File: src/design/aes128_block_cipher_cbc_defines.svh
// Assertion macros shared by the AES-128 CBC block.
// No dependencies; included by the files that carry assertions.
`ifndef AES128_BLOCK_CIPHER_CBC_DEFINES_SVH
`define AES128_BLOCK_CIPHER_CBC_DEFINES_SVH
`ifndef SYNTHESIS
`define AESCBC_ASSERT(lbl, clk, rst_n, prop, msg) \
    lbl: assert property (@(posedge clk) disable iff (!rst_n) prop) else $error(msg);
`define AESCBC_ASSERT_NR(lbl, clk, prop, msg) \
    lbl: assert property (@(posedge clk) prop) else $error(msg);
`else
`define AESCBC_ASSERT(lbl, clk, rst_n, prop, msg)
`define AESCBC_ASSERT_NR(lbl, clk, prop, msg)
`endif
`endif

File: src/design/aescbc_pkg.sv
// Types, constants, S-box tables and round functions of the AES-128 CBC block.
// No dependencies.
package aescbc_pkg;

    localparam int ROUNDS = 10;
    localparam int RND_W  = $clog2(ROUNDS + 1);

    typedef logic [RND_W-1:0] t_rnd;
    typedef logic [1:0]       t_func;
    typedef logic [1:0]       t_cfg_idx;
    typedef logic [127:0]     t_blk;

    localparam t_func FN_ENC     = 2'd0;
    localparam t_func FN_DEC     = 2'd1;
    localparam t_func FN_CBC_ENC = 2'd2;
    localparam t_func FN_CBC_DEC = 2'd3;

    localparam t_cfg_idx CFG_KEY_HIGH = 2'd0;
    localparam t_cfg_idx CFG_KEY_LOW  = 2'd1;
    localparam t_cfg_idx CFG_VARIANT  = 2'd2;

    localparam logic [7:0] TWEAK_RK4 = 8'h73;
    localparam logic [7:0] TWEAK_RK6 = 8'h09;
    localparam logic [7:0] TWEAK_RK8 = 8'hE4;

    typedef struct packed {
        logic accept;
        logic exp_init;
        logic exp_step;
        t_rnd exp_row;
        logic round_en;
        t_rnd round;
        logic last;
        logic out_from_round;
        logic out_from_hold;
    } t_cmd;

    localparam logic [7:0] FWD_SBOX [256] = '{
        8'h63,8'h7C,8'h77,8'h7B,8'hF2,8'h6B,8'h6F,8'hC5,8'h30,8'h01,8'h67,8'h2B,8'hFE,8'hD7,8'hAB,8'h76,
        8'hCA,8'h82,8'hC9,8'h7D,8'hFA,8'h59,8'h47,8'hF0,8'hAD,8'hD4,8'hA2,8'hAF,8'h9C,8'hA4,8'h72,8'hC0,
        8'hB7,8'hFD,8'h93,8'h26,8'h36,8'h3F,8'hF7,8'hCC,8'h34,8'hA5,8'hE5,8'hF1,8'h71,8'hD8,8'h31,8'h15,
        8'h04,8'hC7,8'h23,8'hC3,8'h18,8'h96,8'h05,8'h9A,8'h07,8'h12,8'h80,8'hE2,8'hEB,8'h27,8'hB2,8'h75,
        8'h09,8'h83,8'h2C,8'h1A,8'h1B,8'h6E,8'h5A,8'hA0,8'h52,8'h3B,8'hD6,8'hB3,8'h29,8'hE3,8'h2F,8'h84,
        8'h53,8'hD1,8'h00,8'hED,8'h20,8'hFC,8'hB1,8'h5B,8'h6A,8'hCB,8'hBE,8'h39,8'h4A,8'h4C,8'h58,8'hCF,
        8'hD0,8'hEF,8'hAA,8'hFB,8'h43,8'h4D,8'h33,8'h85,8'h45,8'hF9,8'h02,8'h7F,8'h50,8'h3C,8'h9F,8'hA8,
        8'h51,8'hA3,8'h40,8'h8F,8'h92,8'h9D,8'h38,8'hF5,8'hBC,8'hB6,8'hDA,8'h21,8'h10,8'hFF,8'hF3,8'hD2,
        8'hCD,8'h0C,8'h13,8'hEC,8'h5F,8'h97,8'h44,8'h17,8'hC4,8'hA7,8'h7E,8'h3D,8'h64,8'h5D,8'h19,8'h73,
        8'h60,8'h81,8'h4F,8'hDC,8'h22,8'h2A,8'h90,8'h88,8'h46,8'hEE,8'hB8,8'h14,8'hDE,8'h5E,8'h0B,8'hDB,
        8'hE0,8'h32,8'h3A,8'h0A,8'h49,8'h06,8'h24,8'h5C,8'hC2,8'hD3,8'hAC,8'h62,8'h91,8'h95,8'hE4,8'h79,
        8'hE7,8'hC8,8'h37,8'h6D,8'h8D,8'hD5,8'h4E,8'hA9,8'h6C,8'h56,8'hF4,8'hEA,8'h65,8'h7A,8'hAE,8'h08,
        8'hBA,8'h78,8'h25,8'h2E,8'h1C,8'hA6,8'hB4,8'hC6,8'hE8,8'hDD,8'h74,8'h1F,8'h4B,8'hBD,8'h8B,8'h8A,
        8'h70,8'h3E,8'hB5,8'h66,8'h48,8'h03,8'hF6,8'h0E,8'h61,8'h35,8'h57,8'hB9,8'h86,8'hC1,8'h1D,8'h9E,
        8'hE1,8'hF8,8'h98,8'h11,8'h69,8'hD9,8'h8E,8'h94,8'h9B,8'h1E,8'h87,8'hE9,8'hCE,8'h55,8'h28,8'hDF,
        8'h8C,8'hA1,8'h89,8'h0D,8'hBF,8'hE6,8'h42,8'h68,8'h41,8'h99,8'h2D,8'h0F,8'hB0,8'h54,8'hBB,8'h16
    };

    localparam logic [7:0] INV_SBOX [256] = '{
        8'h52,8'h09,8'h6A,8'hD5,8'h30,8'h36,8'hA5,8'h38,8'hBF,8'h40,8'hA3,8'h9E,8'h81,8'hF3,8'hD7,8'hFB,
        8'h7C,8'hE3,8'h39,8'h82,8'h9B,8'h2F,8'hFF,8'h87,8'h34,8'h8E,8'h43,8'h44,8'hC4,8'hDE,8'hE9,8'hCB,
        8'h54,8'h7B,8'h94,8'h32,8'hA6,8'hC2,8'h23,8'h3D,8'hEE,8'h4C,8'h95,8'h0B,8'h42,8'hFA,8'hC3,8'h4E,
        8'h08,8'h2E,8'hA1,8'h66,8'h28,8'hD9,8'h24,8'hB2,8'h76,8'h5B,8'hA2,8'h49,8'h6D,8'h8B,8'hD1,8'h25,
        8'h72,8'hF8,8'hF6,8'h64,8'h86,8'h68,8'h98,8'h16,8'hD4,8'hA4,8'h5C,8'hCC,8'h5D,8'h65,8'hB6,8'h92,
        8'h6C,8'h70,8'h48,8'h50,8'hFD,8'hED,8'hB9,8'hDA,8'h5E,8'h15,8'h46,8'h57,8'hA7,8'h8D,8'h9D,8'h84,
        8'h90,8'hD8,8'hAB,8'h00,8'h8C,8'hBC,8'hD3,8'h0A,8'hF7,8'hE4,8'h58,8'h05,8'hB8,8'hB3,8'h45,8'h06,
        8'hD0,8'h2C,8'h1E,8'h8F,8'hCA,8'h3F,8'h0F,8'h02,8'hC1,8'hAF,8'hBD,8'h03,8'h01,8'h13,8'h8A,8'h6B,
        8'h3A,8'h91,8'h11,8'h41,8'h4F,8'h67,8'hDC,8'hEA,8'h97,8'hF2,8'hCF,8'hCE,8'hF0,8'hB4,8'hE6,8'h73,
        8'h96,8'hAC,8'h74,8'h22,8'hE7,8'hAD,8'h35,8'h85,8'hE2,8'hF9,8'h37,8'hE8,8'h1C,8'h75,8'hDF,8'h6E,
        8'h47,8'hF1,8'h1A,8'h71,8'h1D,8'h29,8'hC5,8'h89,8'h6F,8'hB7,8'h62,8'h0E,8'hAA,8'h18,8'hBE,8'h1B,
        8'hFC,8'h56,8'h3E,8'h4B,8'hC6,8'hD2,8'h79,8'h20,8'h9A,8'hDB,8'hC0,8'hFE,8'h78,8'hCD,8'h5A,8'hF4,
        8'h1F,8'hDD,8'hA8,8'h33,8'h88,8'h07,8'hC7,8'h31,8'hB1,8'h12,8'h10,8'h59,8'h27,8'h80,8'hEC,8'h5F,
        8'h60,8'h51,8'h7F,8'hA9,8'h19,8'hB5,8'h4A,8'h0D,8'h2D,8'hE5,8'h7A,8'h9F,8'h93,8'hC9,8'h9C,8'hEF,
        8'hA0,8'hE0,8'h3B,8'h4D,8'hAE,8'h2A,8'hF5,8'hB0,8'hC8,8'hEB,8'hBB,8'h3C,8'h83,8'h53,8'h99,8'h61,
        8'h17,8'h2B,8'h04,8'h7E,8'hBA,8'h77,8'hD6,8'h26,8'hE1,8'h69,8'h14,8'h63,8'h55,8'h21,8'h0C,8'h7D
    };

    function automatic logic [7:0] xtime(input logic [7:0] b);
        return {b[6:0], 1'b0} ^ (b[7] ? 8'h1b : 8'h00);
    endfunction

    function automatic logic [7:0] get_byte(input t_blk s, input int k);
        return s[127-8*k -: 8];
    endfunction

    function automatic t_blk sub_bytes(input t_blk s, input logic inv);
        t_blk r;
        for (int i = 0; i < 16; i++) begin
            r[127-8*i -: 8] = inv ? INV_SBOX[get_byte(s, i)] : FWD_SBOX[get_byte(s, i)];
        end
        return r;
    endfunction

    function automatic t_blk shift_rows(input t_blk s, input logic inv);
        t_blk r;
        for (int c = 0; c < 4; c++) begin
            for (int w = 0; w < 4; w++) begin
                r[127-8*(4*c+w) -: 8] = inv ? get_byte(s, 4*((c + 4 - w) % 4) + w)
                                            : get_byte(s, 4*((c + w) % 4) + w);
            end
        end
        return r;
    endfunction

    function automatic t_blk mix_columns(input t_blk s, input logic inv);
        t_blk r;
        logic [7:0] a0, a1, a2, a3, u, v, x;
        for (int c = 0; c < 4; c++) begin
            a0 = get_byte(s, 4*c);
            a1 = get_byte(s, 4*c+1);
            a2 = get_byte(s, 4*c+2);
            a3 = get_byte(s, 4*c+3);
            if (inv) begin
                u = xtime(xtime(a0 ^ a2));
                v = xtime(xtime(a1 ^ a3));
                a0 = a0 ^ u;
                a2 = a2 ^ u;
                a1 = a1 ^ v;
                a3 = a3 ^ v;
            end
            x = a0 ^ a1 ^ a2 ^ a3;
            r[127-8*(4*c)   -: 8] = a0 ^ x ^ xtime(a0 ^ a1);
            r[127-8*(4*c+1) -: 8] = a1 ^ x ^ xtime(a1 ^ a2);
            r[127-8*(4*c+2) -: 8] = a2 ^ x ^ xtime(a2 ^ a3);
            r[127-8*(4*c+3) -: 8] = a3 ^ x ^ xtime(a3 ^ a0);
        end
        return r;
    endfunction

    function automatic logic [7:0] rcon(input t_rnd k);
        logic [7:0] rc;
        case (k)
            4'd1:    rc = 8'h01;
            4'd2:    rc = 8'h02;
            4'd3:    rc = 8'h04;
            4'd4:    rc = 8'h08;
            4'd5:    rc = 8'h10;
            4'd6:    rc = 8'h20;
            4'd7:    rc = 8'h40;
            4'd8:    rc = 8'h80;
            4'd9:    rc = 8'h1b;
            4'd10:   rc = 8'h36;
            default: rc = 8'h00;
        endcase
        return rc;
    endfunction

    // One step of the key schedule: the next four words from the previous four.
    function automatic t_blk key_next(input t_blk w, input logic [7:0] rc);
        logic [31:0] t, n0, n1, n2, n3;
        t  = {FWD_SBOX[w[23:16]], FWD_SBOX[w[15:8]], FWD_SBOX[w[7:0]], FWD_SBOX[w[31:24]]}
             ^ {rc, 24'h0};
        n0 = w[127:96] ^ t;
        n1 = w[95:64] ^ n0;
        n2 = w[63:32] ^ n1;
        n3 = w[31:0] ^ n2;
        return {n0, n1, n2, n3};
    endfunction

    function automatic t_blk key_tweak(input t_blk w, input t_rnd k, input logic en);
        logic [7:0] m;
        case (k)
            4'd4:    m = TWEAK_RK4;
            4'd6:    m = TWEAK_RK6;
            4'd8:    m = TWEAK_RK8;
            default: m = 8'h00;
        endcase
        return w ^ {(en ? m : 8'h00), 120'h0};
    endfunction

endpackage

File: src/design/aescbc_ctrl.sv
// Controller of the AES-128 CBC block: key expansion and round sequencing.
// Depends on aescbc_pkg and aes128_block_cipher_cbc_defines.svh.
`include "aes128_block_cipher_cbc_defines.svh"
module aescbc_ctrl (
    input  logic                i_clk,
    input  logic                i_rst_n,
    input  logic                i_cfg_we,
    input  aescbc_pkg::t_cfg_idx i_cfg_idx,
    input  logic                i_in_valid,
    output logic                o_in_ready,
    output logic                o_out_valid,
    input  logic                i_out_ready,
    output aescbc_pkg::t_cmd    o_cmd
);
    import aescbc_pkg::*;

    localparam logic [1:0] ST_IDLE = 2'd0;
    localparam logic [1:0] ST_EXP  = 2'd1;
    localparam logic [1:0] ST_RUN  = 2'd2;
    localparam logic [1:0] ST_HOLD = 2'd3;

    localparam t_rnd LAST = t_rnd'(ROUNDS);

    logic [1:0] r_state, n_state;
    t_rnd       r_cnt, n_cnt;
    logic       r_out_valid, n_out_valid;
    logic       out_free, cfg_hit;

    assign out_free    = !r_out_valid || i_out_ready;
    assign cfg_hit     = i_cfg_we && (i_cfg_idx == CFG_KEY_HIGH || i_cfg_idx == CFG_KEY_LOW
                                      || i_cfg_idx == CFG_VARIANT);
    assign o_in_ready  = (r_state == ST_IDLE);
    assign o_out_valid = r_out_valid;

    always_comb begin
        n_state = r_state;
        n_cnt   = r_cnt;
        o_cmd   = '0;
        o_cmd.round   = r_cnt;
        o_cmd.exp_row = r_cnt;
        o_cmd.last    = (r_cnt == LAST);
        case (r_state)
            ST_IDLE: begin
                if (i_in_valid) begin
                    o_cmd.accept = 1'b1;
                    n_state = ST_RUN;
                    n_cnt   = t_rnd'(1);
                end
            end
            ST_EXP: begin
                o_cmd.exp_init = (r_cnt == '0);
                o_cmd.exp_step = (r_cnt != '0);
                if (r_cnt == LAST) begin
                    n_state = ST_IDLE;
                end else begin
                    n_cnt = r_cnt + t_rnd'(1);
                end
            end
            ST_RUN: begin
                if (r_cnt == LAST) begin
                    if (out_free) begin
                        o_cmd.out_from_round = 1'b1;
                        n_state = ST_IDLE;
                    end else begin
                        o_cmd.round_en = 1'b1;
                        n_state = ST_HOLD;
                    end
                end else begin
                    o_cmd.round_en = 1'b1;
                    n_cnt = r_cnt + t_rnd'(1);
                end
            end
            ST_HOLD: begin
                if (out_free) begin
                    o_cmd.out_from_hold = 1'b1;
                    n_state = ST_IDLE;
                end
            end
            default: begin
                n_state = ST_IDLE;
            end
        endcase
        // A key or variant write restarts the expansion from the new key.
        if (cfg_hit) begin
            n_state = ST_EXP;
            n_cnt   = '0;
        end
    end

    assign n_out_valid = (o_cmd.out_from_round || o_cmd.out_from_hold)
                         || (r_out_valid && !i_out_ready);

    always_ff @(posedge i_clk) begin
        if (!i_rst_n) begin
            r_state     <= ST_EXP;
            r_cnt       <= '0;
            r_out_valid <= 1'b0;
        end else begin
            r_state     <= n_state;
            r_cnt       <= n_cnt;
            r_out_valid <= n_out_valid;
        end
    end

    `AESCBC_ASSERT(a_accept_starts, i_clk, i_rst_n, (o_cmd.accept && !cfg_hit) |=> (r_state == ST_RUN && r_cnt == t_rnd'(1)), "accepted word did not start round one")
    `AESCBC_ASSERT(a_cnt_range, i_clk, i_rst_n, (r_cnt <= LAST), "round counter out of range")
    `AESCBC_ASSERT(a_exp_done, i_clk, i_rst_n, (r_state == ST_EXP && r_cnt == LAST && !cfg_hit) |=> (r_state == ST_IDLE), "key expansion did not finish")
    `AESCBC_ASSERT(a_out_single, i_clk, i_rst_n, !(o_cmd.out_from_round && o_cmd.out_from_hold), "two output loads at once")

endmodule

File: config.mk
export PLATFORM = sky130hd
export DESIGN_NAME = aescbc_ctrl
export DESIGN_NICKNAME = d
export VERILOG_FILES = /design/src/design/aescbc_pkg.sv /design/src/design/aescbc_ctrl.sv
export VERILOG_INCLUDE_DIRS = /design/src /design/src/design
export SDC_FILE = /design/constraint.sdc
export NUM_CORES = 1
export LEC_CHECK = 0
export BUFFER_PORTS_ARGS = -buffer_cell sky130_fd_sc_hd__buf_2
export CAP_MARGIN = 25
export CORE_MARGIN = 3
export CORE_UTILIZATION = 46
export CTS_CLUSTER_SIZE = 14
export DETAILED_ROUTE_END_ITERATION = 10
export GPL_ROUTABILITY_DRIVEN = 0
export PLACE_DENSITY = 0.76
export SYNTH_ARGS = -nofsm -noshare
export SYNTH_HDL_FRONTEND = slang
export SYNTH_SLANG_ARGS = --single-unit
File: constraint.sdc
create_clock -name i_clk -period 2.4 [get_ports i_clk]
set_input_delay 0.24 -clock i_clk [delete_from_list [all_inputs] [get_ports i_clk]]
set_output_delay 0.24 -clock i_clk [all_outputs]
set_load 0.1 [all_outputs]
==> impl_metrics.csv, run 1 <==
group,metric,value,unit
cts,cts.repair.resized,0,
route,wire_per_inst,12.29,µm
cts,worstSkewPairLatency,0.25,ns
synthesis,ys_seq_area_share,23.09,%
layout,diodes,0,
layout,nFillCells,118,
layout,final_cell_mix,"buf_2, ha_1, inv_1, nand3_1, dfxtp_1",
sta,rsz0062_at_grt,"no",
power_and_ir_drop,peakVddDrop,0.0003537,V
critical_path,cp_max_fo,6,
cts,postCtsHoldBufs,0,
cts,ctsLongestPathBuffers,2,
critical_path,slowest_delay,0.44,ns
cts,clk_pin_slew_worst_paths,0.05,ns
synthesis,syn_area,606.8,µm²
critical_path,ff2ff_path_depth,5,
layout,fin_nets,105,
sta,worst-slew-pin-transition,0.5142,ns
die,chipWidth,42.32,µm
critical_path,critical_path.cell_chain,"inv_1 -> ha_1 -> nand3b_4 -> nor3b_4 -> buf_2",
sta,clock-skew-final,0.003973,ns
power_and_ir_drop,power.density,443.1,mW/mm²
sta,setup_tns,0,ns
cts,htree_levels,1,
critical_path,path_buf_inv,2,
sta,relSlewSlack,65.72,%
route,drc_errors,0,
synthesis,synth_area_per_cell,9.057,µm²
synthesis,synth_top_area_share,23.09,%
layout,layout-drive-gt1-share,40.45,%
grt,grt_pass1_vias,485,
critical_path,crit_slowest_cell,"buf_2",
sta,slew_violations,0,
grt,gr-usage-all-layers,14.61,%
sta,period_minus_slack,1.966,ns
synthesis,yosys_warnings,0,
route,post_drt_via_cell_ratio,5.447,
die,ioPinCount,24,
layout,areaGrowthSynthToFinish,23.30,%
sta,fin_crit_sh,81.90,%
grt,grt_max_degree,9,
die,rows,12,
sta,hold_viol_final,0,
critical_path,critPathArrivalTime,1.73,ns
route,wl,1.266,mm
placed_design,dp_hpwl,1.029,mm
synthesis,syn_nets,82,
critical_path,start_kind,"register",
cts,cts_sinks,7,
die,start_util,51.82,%
critical_path,worstReg2RegEnd,"r_state[0]",
synthesis,ys_ff_latch,7,
die,core,0.001171,mm²
route,ant_nets,0,
die,fp.dieH,42.32,µm
grt,grt_pass1_wl,2.001,mm
synthesis,yosysUniqueCellTypes,37,
sta,timing.fmax,508.8,MHz
layout,final_common_cell,"buf_2",
cts,cts_setup_buffers,0,
grt,antenna_found_initial,0,
critical_path,criticalPathCategory,"register to output pin",
critical_path,critical_path.top_delay_family,"buffers and inverters",
cts,cts_tree,"done",
critical_path,crit_cells,5,
sta,setup_viol,0,
synthesis,ys_top_cells_by_area,"dfxtp_1, ha_1, buf_4",
flow_run,cap_violations,0,
critical_path,r2r-start,"r_state[0]",
power_and_ir_drop,power,331.5,µW
route,firstDrtPassIters,4,
die,die_area,0.001791,mm²
critical_path,startpoint,"r_cnt[0]",
critical_path,cp.required,2.16,ns
critical_path,reg2reg_slack,0.48,ns
grt,grt.overflow.total,0,
synthesis,netlist_instances,67,
layout,seqCellArea,142.6,µm²
route,vias,561,
cts,numCtsBuffers,3,
power_and_ir_drop,p_leak,0.3954,nW
critical_path,crit_path_end_kind,"output pin",
worst_hold_path,hold_class,"input pin to register",
critical_path,crit_path_end,"o_cmd[1]",
route,drt_iter0_drc,12,
layout,multi_input_area,422.9,µm²
outcome,status,"complete, no violations",
placed_design,port_buffers,23,
cts,root_buffer,"clkbuf_4",
synthesis,synth_largest_area_cell,"dfxtp_1",
-- area by class of cell --
type	instances	share of cell area, %
clock buffer	3	3.010
clock inverter	1	0.6689
inverter	6	3.010
multi-input combinational	49	56.52
sequential	7	19.06
tap	14	2.341
timing repair buffer	23	15.38
-- worst reg2reg max path: stages (launching register included) --
cell and delay [ns]:
dfxtp_1 0.36, inv_1 0.10, ha_1 0.26, or2_0 0.23
a222oi_1 0.50, mux2_1 0.37
-- report_power, final --
part | switching [mW] | total [mW] | internal [mW]
Combinational | 0.0844 | 0.104 | 0.0196
Sequential | 0.00359 | 0.123 | 0.119
Clock | 0.0436 | 0.104 | 0.0608
Total | 0.132 | 0.332 | 0.200
-- sequential cells by signal (all words and copies together), names as in the netlist --
register     flops
o_out_valid      1
r_cnt            4
r_state          2
-- layer usage --
| layer | GRT usage (%) | part of all wire [%] | up-vias |
|---|---|---|---|
| li1 | - | - | 283 |
| met1 | 20.26 | 48 | 258 |
| met2 | 20.36 | 43 | 18 |
| met3 | 2.575 | 6.2 | 2 |
| met4 | 9.317 | 2.1 | 0 |
| met5 | 0 | 0 | - |
-- stage by stage --
stage                     setup WS (ns)  utilization (%)  area, µm²  hold WS, ns  cells
after floorplan                -0.02484                -      621.8       0.4794     67
after global placement           0.5587            61.54      720.7       0.5007     99
after detailed placement         0.4747            61.54      720.7       0.5161     99
after CTS                        0.4237            63.89      748.2       0.2867    103
after global routing             0.3547            63.89      748.2       0.2919    103
final                            0.4345            63.89      748.2       0.2991    103
-- logic make-up (layout without fill, tap and decap cells) --
family / count (synthesis) / count (layout) / share of synthesized area [%]
AND/OR/NAND/NOR: 24 / 24 / 28.04
AO/OA/AOI/OAI: 14 / 14 / 17.94
buffers and inverters: 11 / 33 / 9.278
adder cells (fa/ha/maj): 8 / 8 / 16.50
flip-flops: 7 / 7 / 23.09
multiplexers: 3 / 3 / 5.155
-- how the worst min path moves through the flow --
stage | startpoint | endpoint | slack [ns] | cells after the start
2_1_floorplan | r_state[1] | r_state[1] | 0.48 | 2
3_3_place_gp | r_state[1] | r_state[1] | 0.50 | 2
3_5_place_dp | r_state[1] | r_state[1] | 0.52 | 2
4_1_cts | i_rst_n | r_cnt[0] | 0.29 | 2
5_1_grt | i_rst_n | r_cnt[0] | 0.29 | 2
6_report | i_rst_n | r_cnt[0] | 0.30 | 2
-- synth_stat cells --
library cell and n:
ha_1 8, dfxtp_1 7, inv_1 5, nand3_1 5, buf_4 4, nor2b_1 4, a211oi_1 2, mux2i_1 2
o211ai_1 2, a21bo_2 1, a21boi_1 1, a21oi_1 1, a222oi_1 1, a41oi_1 1, and2_1 1, and3_1 1
and3b_2 1, and4b_1 1, buf_1 1, inv_2 1, mux2_1 1, nand2_1 1, nand2b_1 1, nand3b_1 1
nand3b_4 1, nand4b_1 1, nor2_1 1, nor3_1 1, nor3b_1 1, nor3b_2 1, o2111a_1 1, o21a_1 1
o21ai_0 1, o21ai_1 1, o32ai_1 1, or2_0 1, or2_1 1
(Power assumes the default switching activity.)
==> run 2: changes to the inputs <==
Settings changed: CORE_UTILIZATION 46 to 42, PLACE_DENSITY 0.76 to 0.73.
Clock period 2.4 ns to 1.8 ns, I/O delays scaled along.
==> impl_metrics.csv, run 2 (synthesized netlist as in run 1, its figures left out) <==
group,metric,value,unit
route,post_drt_via_cell_ratio,5.486,
critical_path,slowest_delay,0.35,ns
die,chipWidth,44.01,µm
route,ant_nets,0,
worst_hold_path,hold_class,"input pin to register",
layout,multi_input_area,452.9,µm²
cts,ctsLongestPathBuffers,2,
die,die_area,0.001937,mm²
worst_hold_path,min_path_cells,2,
layout,fin_nets,108,
worst_hold_path,hold_path_end,"o_out_valid",
critical_path,criticalPathCategory,"register to register",
sta,period_minus_slack,1.711,ns
sta,setup_tns,0,ns
placed_design,placed_area,788.3,µm²
layout,areaGrowthSynthToFinish,37.11,%
sta,relSlewSlack,67.69,%
worst_hold_path,min_from,"i_rst_n",
layout,seqCellArea,158.9,µm²
sta,setup_viol,0,
layout,regMostFlops,"r_cnt",
critical_path,cp_max_fo,4,
route,wire_per_inst,12.91,µm
layout,design_area,832.0,µm²
sta,slew_violations,0,
critical_path,crit_path_end_kind,"register",
route,drt_iter0_drc,18,
critical_path,crit_slowest_cell,"dfxtp_2",
sta,worst-slew-pin-transition,0.4880,ns
die,core,0.001334,mm²
route,wl,1.381,mm
critical_path,ff2ff_path_depth,6,
cts,root_buffer,"clkbuf_4",
grt,antenna_found_initial,0,
placed_design,port_buffers,23,
grt,grt.overflow.total,0,
critical_path,critical_path.cell_chain,"inv_2 -> ha_1 -> or2_0 -> a222oi_1 -> buf_4 -> mux2_1",
layout,largest_reg_flops,4,
sta,hold_viol_final,0,
route,vias,587,
power_and_ir_drop,peakVddDrop,0.0003771,V
power_and_ir_drop,power.density,536.8,mW/mm²
critical_path,path_buf_inv,2,
route,firstDrtPassIters,6,
flow_run,cap_violations,0,
die,fp.dieH,44.01,µm
route,drc_errors,0,
layout,diodes,0,
sta,rsz0062_at_grt,"no",
sta,clock-skew-final,0.003763,ns
die,ioPinCount,24,
layout,final_cell_count_no_fill,107,
layout,final_cell_mix,"buf_2, nand3_1, ha_1",
placed_design,post-place-ws,-0.01463,ns
critical_path,critical_path.top_delay_family,"flip-flops",
critical_path,worstReg2RegEnd,"r_state[0]",
cts,cts_tree,"done",
layout,nFillCells,121,
layout,layout-drive-gt1-share,56.52,%
sta,layout_setup_ws,0.08878,ns
cts,htree_levels,1,
critical_path,cp.required,1.93,ns
outcome,status,"complete, no violations",
critical_path,r2r-start,"r_state[0]",
grt,grt_pass1_wl,2.249,mm
critical_path,reg2reg_slack,0.09,ns
die,rows,13,
cts,postCtsHoldBufs,0,
die,start_util,45.50,%
power_and_ir_drop,p_leak,0.4201,nW
layout,final_common_cell,"buf_2",
sta,fin_crit_sh,95.07,%
cts,numCtsBuffers,3,
placed_design,placed_cells,102,
cts,clk_pin_slew_worst_paths,0.05,ns
grt,grt_max_degree,9,
critical_path,start_kind,"register",
critical_path,critPathArrivalTime,1.84,ns
grt,grt_pass1_vias,549,
placed_design,dp_hpwl,1.088,mm
cts,worstSkewPairLatency,0.25,ns
sta,timing.fmax,584.4,MHz
cts,cts_sinks,7,
grt,gr-usage-all-layers,15.34,%
-- run 2: cell types whose count changed in the layout (fill, tap and decap cells not counted), moves of 2 or more --
cell,delta
ha_1,-3
dfxtp_1,-5
inv_2,+3
buf_4,+3
inv_1,-3
ha_2,+2
dfxtp_4,+4
-- run 2: worst max path at each step --
| stage | from | endpoint | slack (ns) | cells past startpoint |
|---|---|---|---|---|
| after floorplan | r_cnt[1] | o_cmd[1] | -0.11 | 3 |
| after global placement | r_state[0] | r_state[0] | 0.1 | 5 |
| after detailed placement | r_state[1] | r_state[0] | -0.01 | 5 |
| after CTS | o_out_valid | o_cmd[7] | 0.008 | 3 |
| after global routing | r_state[0] | r_state[0] | 0.003 | 6 |
| final | r_state[0] | r_state[0] | 0.09 | 6 |
-- run 2: cell type report --
cell class / count / share of cell area, %
clock buffers: 4 / 3.158
inverters: 6 / 2.707
multi-input cells: 49 / 54.44
flip-flops and latches: 7 / 19.10
well taps: 15 / 2.256
repair buffers: 26 / 18.35
-- run 2: worst register-to-register path, stage by stage (launching register included) --
cell      delay [ns]
dfxtp_2         0.35
inv_2           0.06
ha_1            0.20
or2_0           0.20
a222oi_1        0.30
buf_4           0.17
mux2_1          0.31
-- run 2: metal layers --
layer,vias up,wire length (µm),share of wire (%),track usage [%]
met5,-,0,0,0
met4,0,9,0.65,9.036
met3,2,77,5.6,2.846
met2,23,633,46,23.84
met1,270,660,48,19.65
li1,292,-,-,-
-- run 2: stage by stage --
stage	util [%]	total power [mW]	hold slack, ns
5_1_grt	62.38	0.4724	0.2527
6_report	62.38	0.4467	0.2546
2_1_floorplan	-	0.2908	0.4794
3_5_place_dp	59.10	0.3099	0.5082
4_1_cts	61.63	0.4562	0.2507
3_3_place_gp	59.10	0.3088	0.5006
-- run 2: power breakdown --
group	internal, mW	switching, mW	leakage, nW
combinational	0.0290	0.116	0.345
sequential	0.155	0.00533	0.0603
clock	0.0845	0.0573	0.0150
total	0.268	0.178	0.420
-- run 2: repair_timing --
| item | 4_1_cts | 5_1_grt |
|---|---|---|
| pin swaps | 1 | 2 |
| setup endpoints to repair | 1 | 3 |
| resized for setup | 0 | 7 |
| setup buffers | 1 | 0 |
==> run 3: changes to the inputs <==
Settings changed: CORE_MARGIN 3 to unset.
==> impl_metrics.csv, run 3 (synthesized netlist as in run 1, its figures left out) <==
group,metric,value,unit
critical_path,cp_max_fo,3,
route,ant_nets,0,
power_and_ir_drop,clock_power_share,32.3,%
layout,diodes,0,
critical_path,start_kind,"register",
sta,relSlewSlack,67.78,%
die,core,0.001318,mm²
sta,hold_viol_final,0,
sta,holdWs,0.2435,ns
sta,timing.fmax,574.1,MHz
cts,clk_pin_slew_worst_paths,0.06,ns
cts,cts_tree,"done",
layout,layout-drive-gt1-share,58.51,%
route,vias,595,
die,start_util,46.06,%
placed_design,port_buffers,23,
critical_path,cp.required,1.98,ns
sta,worst-slew-pin-transition,0.4867,ns
route,drt_iter0_drc,21,
critical_path,criticalPathCategory,"register to register",
cts,ctsLongestPathBuffers,2,
route,wire_per_inst,13.64,µm
cts,worstSkewPairLatency,0.25,ns
power_and_ir_drop,switchingPower,183.7,µW
cts,root_buffer,"clkbuf_4",
placed_design,placed_cells,102,
route,wl,1.487,mm
grt,grt_max_degree,9,
sta,clock-skew-final,0.006860,ns
power_and_ir_drop,p_leak,0.4331,nW
grt,grt.overflow.total,0,
die,rows,13,
sta,slew_violations,0,
power_and_ir_drop,p_int,270.4,µW
critical_path,crit_path_end_kind,"register",
layout,regMostFlops,"r_cnt",
sta,fin_crit_sh,96.77,%
route,drc_errors,0,
route,post_drt_via_cell_ratio,5.459,
power_and_ir_drop,peakVddDrop,0.0003135,V
grt,grt_pass1_vias,511,
power_and_ir_drop,p_sw_share,40.46,%
layout,final_cell_count_no_fill,109,
critical_path,critPathArrivalTime,1.92,ns
placed_design,dp_hpwl,1.083,mm
grt,grt_pass1_wl,2.208,mm
grt,gr-usage-all-layers,21.06,%
layout,final_cell_mix,"buf_2, nand3_1, buf_4",
layout,largest_reg_flops,4,
die,chipWidth,40.01,µm
sta,rsz0062_at_grt,"no",
layout,fin_nets,110,
worst_hold_path,hold_class,"input pin to register",
flow_run,cap_violations,0,
power_and_ir_drop,comb_power_share,32.0,%
cts,cts_sinks,7,
power_and_ir_drop,power.density,527.5,mW/mm²
die,ioPinCount,24,
route,firstDrtPassIters,5,
die,die_area,0.001601,mm²
layout,areaGrowthSynthToFinish,41.86,%
outcome,status,"complete, no violations",
layout,final_common_cell,"buf_2",
die,fp.dieH,40.01,µm
cts,numCtsBuffers,3,
power_and_ir_drop,seq_power_share,35.7,%
cts,htree_levels,1,
grt,antenna_found_initial,0,
sta,period_minus_slack,1.742,ns
sta,setup_viol,0,
## run 3: final timing paths
check        startpoint  depth (start not counted)    endpoint  slack (ns)
max          r_state[1]                          8  r_state[1]        0.06
max reg2reg  r_state[1]                          8  r_state[1]        0.06
min             i_rst_n                          2    r_cnt[0]        0.24
min reg2reg    r_cnt[1]                          2    r_cnt[1]        0.54
## run 3: what timing repair did
item                       in CTS  in global routing
buffers inserted                2                  1
pin swaps                       1                  2
resized for setup               2                  6
hold buffers                    0                  0
setup endpoints to repair       3                  3
## run 3: critical path, stage by stage, from the launching register on
cell and delay, ns:
dfxtp_2 0.31, buf_4 0.14, ha_4 0.15, or2_0 0.20, a222oi_1 0.33, buf_4 0.19, buf_4 0.10, buf_4 0.09
mux2i_1 0.15
## run 3: layout make-up
cell class / instances / area (µm²)
multi-input combinational: 49 / 469.2
fill: 113 / 456.7
timing repair buffer: 28 / 167.7
sequential: 7 / 156.4
clock buffer: 4 / 26.28
inverter: 6 / 22.52
tap: 15 / 18.77
## run 3: stage by stage
| stage | power, mW | util (%) | cell area, µm² | setup slack, ns | setup TNS (ns) |
|---|---|---|---|---|---|
| after floorplan | 0.2908 | - | 658.1 | -0.1074 | -0.1074 |
| after detailed placement | 0.3098 | 59.83 | 788.3 | -0.06325 | -0.06325 |
| final | 0.4541 | 65.34 | 860.8 | 0.05810 | 0 |
| after global routing | 0.4749 | 65.34 | 860.8 | 0.00005329 | 0 |
| after global placement | 0.3085 | 59.83 | 788.3 | 0.09945 | 0 |
| after CTS | 0.4582 | 63.25 | 833.3 | 0.008539 | 0 |
## run 3: layer usage
layer	routed length [µm]	track usage [%]
met1	658	26.69
met2	717	31.05
met3	93	4.444
met4	18	15.52
met5	0	0
## run 3: power by group through the flow
stage	sequential (mW)	combinational, mW	clock [mW]
5_1_grt	0.163	0.152	0.160
2_1_floorplan	0.190	0.101	0
4_1_cts	0.162	0.145	0.151
3_3_place_gp	0.165	0.144	0
3_5_place_dp	0.165	0.144	0
6_report	0.162	0.145	0.147
